$ cat src/rtl/bdds_pkg.sv
`default_nettype none
package bdds_pkg;

    // Parameter defaults
    localparam int MAX_WIDTH_DEF   = 4096;
    localparam int SAMPLE_BITS_DEF = 16;
    localparam int LINE_ROWS_DEF   = 6;

    // Fixed field widths
    localparam int OUT_BITS      = 16;
    localparam int COL_OUT_BITS  = 11;
    localparam int ROW_OUT_BITS  = 15;
    localparam int WIDTH_BITS    = 13;
    localparam int HEIGHT_BITS   = 16;
    localparam int MODE_BITS     = 2;
    localparam int CFG_IDX_BITS  = 2;
    localparam int CFG_DATA_BITS = 16;
    localparam int CHANNELS      = 3;
    localparam int WSUM_BITS     = 11;
    localparam int SPAN_BITS     = 17;

    // Register indexes
    localparam logic [CFG_IDX_BITS-1:0] CFG_MODE   = 2'd0;
    localparam logic [CFG_IDX_BITS-1:0] CFG_WIDTH  = 2'd1;
    localparam logic [CFG_IDX_BITS-1:0] CFG_HEIGHT = 2'd2;

    // Stencil modes
    localparam logic [MODE_BITS-1:0] MODE_BOX  = 2'd0;
    localparam logic [MODE_BITS-1:0] MODE_TAP4 = 2'd1;
    localparam logic [MODE_BITS-1:0] MODE_TAP6 = 2'd2;
    localparam logic [MODE_BITS-1:0] MODE_RSVD = 2'd3;

    // 1-D binomial weights, one row per mode
    localparam logic [3:0] TAP_WT [0:2][0:5] = '{
        '{4'd1, 4'd1, 4'd0,  4'd0,  4'd0, 4'd0},
        '{4'd1, 4'd3, 4'd3,  4'd1,  4'd0, 4'd0},
        '{4'd1, 4'd5, 4'd10, 4'd10, 4'd5, 4'd1}
    };

    typedef struct packed {
        logic [1:0]           cnt;
        logic [SPAN_BITS-1:0] first;
    } t_span;

    // Last tap offset of a mode
    function automatic logic [2:0] tap_hi(input logic [MODE_BITS-1:0] mode);
        logic [2:0] h;
        unique case (mode)
            MODE_BOX:  h = 3'd1;
            MODE_TAP4: h = 3'd2;
            default:   h = 3'd3;
        endcase
        return h;
    endfunction

    // Low indices whose clipped window ends at high coordinate p of extent n
    function automatic t_span low_span(input logic [SPAN_BITS-1:0] p,
                                       input logic [SPAN_BITS-1:0] n,
                                       input logic [2:0] hi);
        logic [SPAN_BITS-1:0] hx;
        logic [SPAN_BITS-1:0] lown;
        logic [SPAN_BITS-1:0] f;
        t_span s;
        hx = SPAN_BITS'(hi);
        lown = (n + SPAN_BITS'(1)) >> 1;
        s.cnt = 2'd0;
        s.first = '0;
        f = '0;
        if (p + SPAN_BITS'(1) == n) begin
            f = (n - SPAN_BITS'(1) <= hx) ? '0 : ((n - hx) >> 1);
            s.first = f;
            s.cnt = (f < lown) ? 2'(lown - f) : 2'd0;
        end else if (p >= hx && (p[0] == hx[0])) begin
            s.first = (p - hx) >> 1;
            s.cnt = 2'd1;
        end
        return s;
    endfunction

endpackage
`default_nettype wire

$ cat src/rtl/bdds_div.sv
`default_nettype none
// Restoring divider, one quotient bit per cycle, all channels in parallel
module bdds_div #(
    parameter int NUM_W = 27,
    parameter int DEN_W = 11
) (
    input  wire logic                                         i_clk,
    input  wire logic                                         i_rst_n,
    input  wire logic                                         i_start,
    input  wire logic [bdds_pkg::CHANNELS-1:0][NUM_W-1:0]     i_num,
    input  wire logic [DEN_W-1:0]                             i_den,
    output      logic [bdds_pkg::CHANNELS-1:0][NUM_W-1:0]     o_quo,
    output      logic                                         o_busy
);
    localparam int CNT_W = $clog2(NUM_W + 1);

    logic [bdds_pkg::CHANNELS-1:0][NUM_W-1:0] r_nq;
    logic [bdds_pkg::CHANNELS-1:0][DEN_W-1:0] r_rem;
    logic [DEN_W-1:0]                         r_den;
    logic [CNT_W-1:0]                         r_cnt;
    logic                                     r_busy;

    // Control
    always_ff @(posedge i_clk) begin
        if (!i_rst_n) begin
            r_busy <= 1'b0;
            r_cnt  <= '0;
        end else if (i_start) begin
            r_busy <= 1'b1;
            r_cnt  <= CNT_W'(NUM_W);
        end else if (r_busy) begin
            r_cnt  <= r_cnt - CNT_W'(1);
            r_busy <= (r_cnt != CNT_W'(1));
        end
    end

    // Datapath: shift numerator into remainder, shift quotient bit in
    always_ff @(posedge i_clk) begin
        logic [DEN_W:0] trial;
        if (i_start) begin
            r_nq  <= i_num;
            r_rem <= '0;
            r_den <= i_den;
        end else if (r_busy) begin
            for (int c = 0; c < bdds_pkg::CHANNELS; c++) begin
                trial = {r_rem[c], r_nq[c][NUM_W-1]};
                if (trial >= {1'b0, r_den}) begin
                    r_rem[c] <= DEN_W'(trial - {1'b0, r_den});
                    r_nq[c]  <= {r_nq[c][NUM_W-2:0], 1'b1};
                end else begin
                    r_rem[c] <= DEN_W'(trial);
                    r_nq[c]  <= {r_nq[c][NUM_W-2:0], 1'b0};
                end
            end
        end
    end

    assign o_quo  = r_nq;
    assign o_busy = r_busy;
endmodule
`default_nettype wire

$ cat config.mk
export PLATFORM = sky130hd
export DESIGN_NAME = bdds_div
export DESIGN_NICKNAME = d
export VERILOG_FILES = /design/src/rtl/bdds_pkg.sv /design/src/rtl/bdds_div.sv
export SDC_FILE = /design/constraint.sdc
export NUM_CORES = 1
export LEC_CHECK = 0
export BUFFER_PORTS_ARGS = -buffer_cell sky130_fd_sc_hd__buf_2
export CAP_MARGIN = 30
export CORE_MARGIN = 2
export CORE_UTILIZATION = 30
export CTS_BUF_LIST = sky130_fd_sc_hd__clkbuf_8
export DETAILED_ROUTE_END_ITERATION = 8
export PLACE_DENSITY = 0.52
export SLEW_MARGIN = 20
export SYNTH_ARGS = -nofsm -noshare
export SYNTH_HDL_FRONTEND = slang
export SYNTH_SLANG_ARGS = --single-unit
export TNS_END_PERCENT = 30
$ cat constraint.sdc
create_clock -name i_clk -period 5.6 [get_ports i_clk]
set_input_delay 0.56 -clock i_clk [delete_from_list [all_inputs] [get_ports i_clk]]
set_output_delay 0.56 -clock i_clk [all_outputs]
set_load 0.1 [all_outputs]
# Yosys cells after proc, flatten, opt, wreduce, memory -nomap -nowiden
# Index checks and enable logic that the tools add are counted.
# W data, S select, Z words.
# word_totals
inputBits	95
register_bits	131
word_cells	33
out_inout_bits	82
# classes
muxes	12
add_sub_neg	4
bitwise	1
eq_ne	1
order_cmp	3
n_reduce_logical	2
# op_table
op	n
$mux W81	2
$ge A12 B11 Y1	3
$mux W11	3
$sub A11 B11 Y11	3
$mux W5	2
$mux W1	5
$ne A5 B1 Y1 const B	1
$sub A5 B1 Y5 const B	1
$reduce_bool A2 Y1	1
$reduce_or A2 Y1	1
$not A1 Y1	1

# Longest topological paths before layout
# depth
word_depth	4
ltp_mapped	10

# Least setup slack after synthesis
# Ideal clock, no wire load.
# synth_timing
path_type	register -> register
from	register r_busy (netlist: o_busy)
to	register r_nq, in the netlist o_quo[0], enable pin
setup_time_ps	435
path_stages_with_launch	5
synth_period_minus_slack_ps	3744
arrival_time_ps	3310
slack_ps	1856
required_time_ps	5165
path_cell_list	dfxtp_1 > clkbuf_1 > clkbuf_1 > nor2_1 > inv_1
# synth_via
elab_chain_cells	1
# synth_lines
item	line	text
start, declared	bdds_div.sv:21	logic r_busy;
start signal, assigned	bdds_div.sv:33	r_busy <= (r_cnt != CNT_W'(1));
$reduce_bool A2 Y1 (no line)	-	
end signal, assigned	bdds_div.sv:41	r_nq <= i_num;
end signal, assigned by index	bdds_div.sv:49	r_nq[c] <= {r_nq[c][NUM_W-2:0], 1'b1};
end signal, assigned by index	bdds_div.sv:52	r_nq[c] <= {r_nq[c][NUM_W-2:0], 1'b0};
end, declared	bdds_div.sv:17	logic [bdds_pkg::CHANNELS-1:0][NUM_W-1:0] r_nq;
# Every way passes these cells.
# A chain may end at the register's enable or synchronous reset.

# Worst setup path in the final report
# layout_timing
from	register r_den[1]
to	register r_nq, in the netlist o_quo[54], data pin
# layout_via
elab_chain_cells	4
# layout_lines
item	line	text
start, declared	bdds_div.sv:19	logic [DEN_W-1:0] r_den;
start signal, assigned	bdds_div.sv:43	r_den <= i_den;
$ge A12 B11 Y1	bdds_div.sv:47	if (trial >= {1'b0, r_den}) begin
$mux W1	bdds_div.sv:47	
$mux W81	bdds_div.sv:44	end else if (r_busy) begin
$mux W81	bdds_div.sv:40	if (i_start) begin
# Every way passes these cells. The select of a mux whose other input is x is not followed.

==> impl_metrics.ini <==
[timing]
period_minus_slack_ns = 2.91
post-route-period-util = 0.520
setup_viol = 0
max-slew-margin-rel = 0.395
skew_ns = 0.0130
setup-tns-final_ns = 0
rsz0062_at_grt = false
hold_viol = 0
worst_pin_slew_ns = 0.907
setup_slack_ns = 2.69
max_freq_mhz = 343
slew_viol_final = 0

[cells_and_area]
ff_latch_area_um2 = 3540
multi_input_area_um2 = 3540
antenna_cells = 0
layout-drive-gt1-share = 0.381
fill_cells = 2420
area_growth_pct = 22.2
fin_cells = 1149
finalCoreUtilization = 0.370
fin_nets = 945

[global_route]
grt_use_total = 0.149
grt_pass1_vias = 5645
use_met1 = 0.198
met2_usage = 0.226
antenna_found_initial = 0
grt_use_met3 = 0.0566
grt_pass1_wl_mm = 30.3
grt_max_degree = 78
grt.overflow.total = 0
grt.busiest_layer = met2

[pwr]
clockPowerShare = 0.266
vdd_ir_drop_max_uv = 195
p_sw_frac = 0.402
combPwrFrac = 0.349
p_per_area_nw_per_um2 = 354
pwr-share-seq = 0.385
p_leak_uw = 0.00363
intPower_uw = 1900
p_total_uw = 3170
power.switching_uw = 1270

[clocking]
cts_tree = yes
htreeDepth = 4
clkTransAtPathRegs_ns = 0.08
cts_setup_buffers = 0
holdBufCountCts = 0
clk-insertion-delay-late_ns = 0.44
postCtsResizedCells = 0
cts_buffer_depth = 2
cts_buffers = 17
cts-root-buf = clkbuf_8
cts_sinks = 131

[drt]
drtAntennaViolNets = 0
vias_per_cell = 4.97
dr.pass1.iters = 4
vias = 5710
drtIter0Drc = 312
wl_mm = 18.9
drcViolationCount = 0
wl_per_cell_um = 16.5

[logic_synthesis]
avgSynthCellArea_um2 = 11.5
ys_types = 55
yosysWarnings = 0
synth.net_count = 773
netlist_area_um2 = 7330
synth-main-ff-cell = edfxtp_1
synth_top_cell_area_share = 0.377
synth-seq-cells = 131
synth_edf_count = 92
synthTopCellsByArea = edfxtp_1 38%, mux2_2 13%, dfxtp_1 11%
ys_async_sr_fraction = 0
yosysTopAreaCell = edfxtp_1
syn_inst = 640
synthTopCellsByCount = 92 x edfxtp_1, 82 x mux2_2, 43 x nor2_1
yosysMostFrequentCell = edfxtp_1
synth.yosys.seq_area_share = 0.483

[setup_path]
path_cells = inv_1 > ha_1 > and4_1 > o2111a_1 > o2111ai_1 > nand2_1 > mux2_2
critPathSlowestCell = o2111ai_1
max_stage_delay_ns = 0.73
r2r-start = r_den[1]
critPathTopFamily = compound AO/OA/AOI/OAI gates
cp.required_ns = 5.79
startpoint = r_den[1]
cp-end-kind = register
crit_path_start_kind = register
arrival_ns = 3.10
crit_type = register to register
rrSetupSlack_ns = 2.69
crit_buf_inv = 1
cp_max_fo = 11

[placement]
place_ws_ns = 2.62
dpl.cell_count = 1115
io_buffers = 176
gp_congestion = 0.801
post-dp-hpwl_mm = 13.7

[floorplanning]
start_util = 0.303
boundaryPins = 177
num_rows = 57
coreArea_um2 = 24200
die_y_um = 160
dieArea_um2 = 25700
die_x_um = 160

[worst_hold_path]
worstHoldStart = i_den[4]
hp-class = primary input to register

[outcome]
status = finished clean

[job]
drv_cap = 0
state kept, by name, summed over array words and instances, names as in the netlist:
| register | count |
|---|---|
| o_quo | 81 |
| o_busy | 1 |
| r_den | 11 |
| r_rem | 33 |
| r_cnt | 5 |
placed cells by master (no fill, tap or decap), drive strengths merged, types with 9 or more instances in the layout:
cell type,instances
nand2b,18
xnor2,10
mux2,82
nand3,24
nand2,26
a311oi,23
nor2,46
clkbuf,17
o21ai,41
dfxtp,39
a21oi,23
o21a,10
nor2b,10
ha,35
buf,186
inv,27
xor2,9
o2111ai,9
a211oi,9
edfxtp,92
kinds of logic (layout without fill, tap and decap cells):
| family | Yosys count | in the layout | synth area share |
|---|---|---|---|
| AOI/OAI and AO/OA | 159 | 159 | 0.156 |
| xor gates and xnor gates | 19 | 19 | 0.0227 |
| adders and majority gates | 38 | 38 | 0.0679 |
| buffers and inverters | 56 | 241 | 0.0341 |
| DFF | 131 | 131 | 0.483 |
| muxes | 83 | 83 | 0.127 |
| and+or+nand+nor | 154 | 154 | 0.108 |
final timing paths:
path,to,depth (start not counted)
worst min-delay path,r_den[4],1
worst max-delay path,o_quo[54],7
worst max register to register,o_quo[54],7
worst min register to register,r_rem[32],2
power groups by stage:
stage / clock network (µW) / logic [µW] / registers, µW
finish: 845 / 1110 / 1220
floorplan: 0 / 430 / 1700
detailed placement: 0 / 1100 / 1240
CTS: 878 / 1110 / 1230
global placement: 0 / 1110 / 1250
global route: 917 / 1180 / 1240
metal layers:
layer / part of all wire / wire length [µm]
met1: 0.46 / 8790
met2: 0.44 / 8380
met3: 0.080 / 1510
met4: 0.013 / 253
met5: 0 / 0
through the flow:
step / hold WS, ns / area, µm²
after floorplan: 0.450 / 7330
after global placement: 0.479 / 8510
after detailed placement: 0.480 / 8520
after CTS: 0.257 / 8930
after global routing: 0.254 / 8960
final: 0.294 / 8960
final cells by class:
cell class	count	share of cell area
inverters	23	0.00978
well taps	324	0.0453
flip-flops and latches	131	0.396
clock buffers	17	0.0261
repair buffers	186	0.108
multi-input cells	453	0.395
clock inverters	15	0.0198
Note: power is estimated with default switching activity, not from simulation.
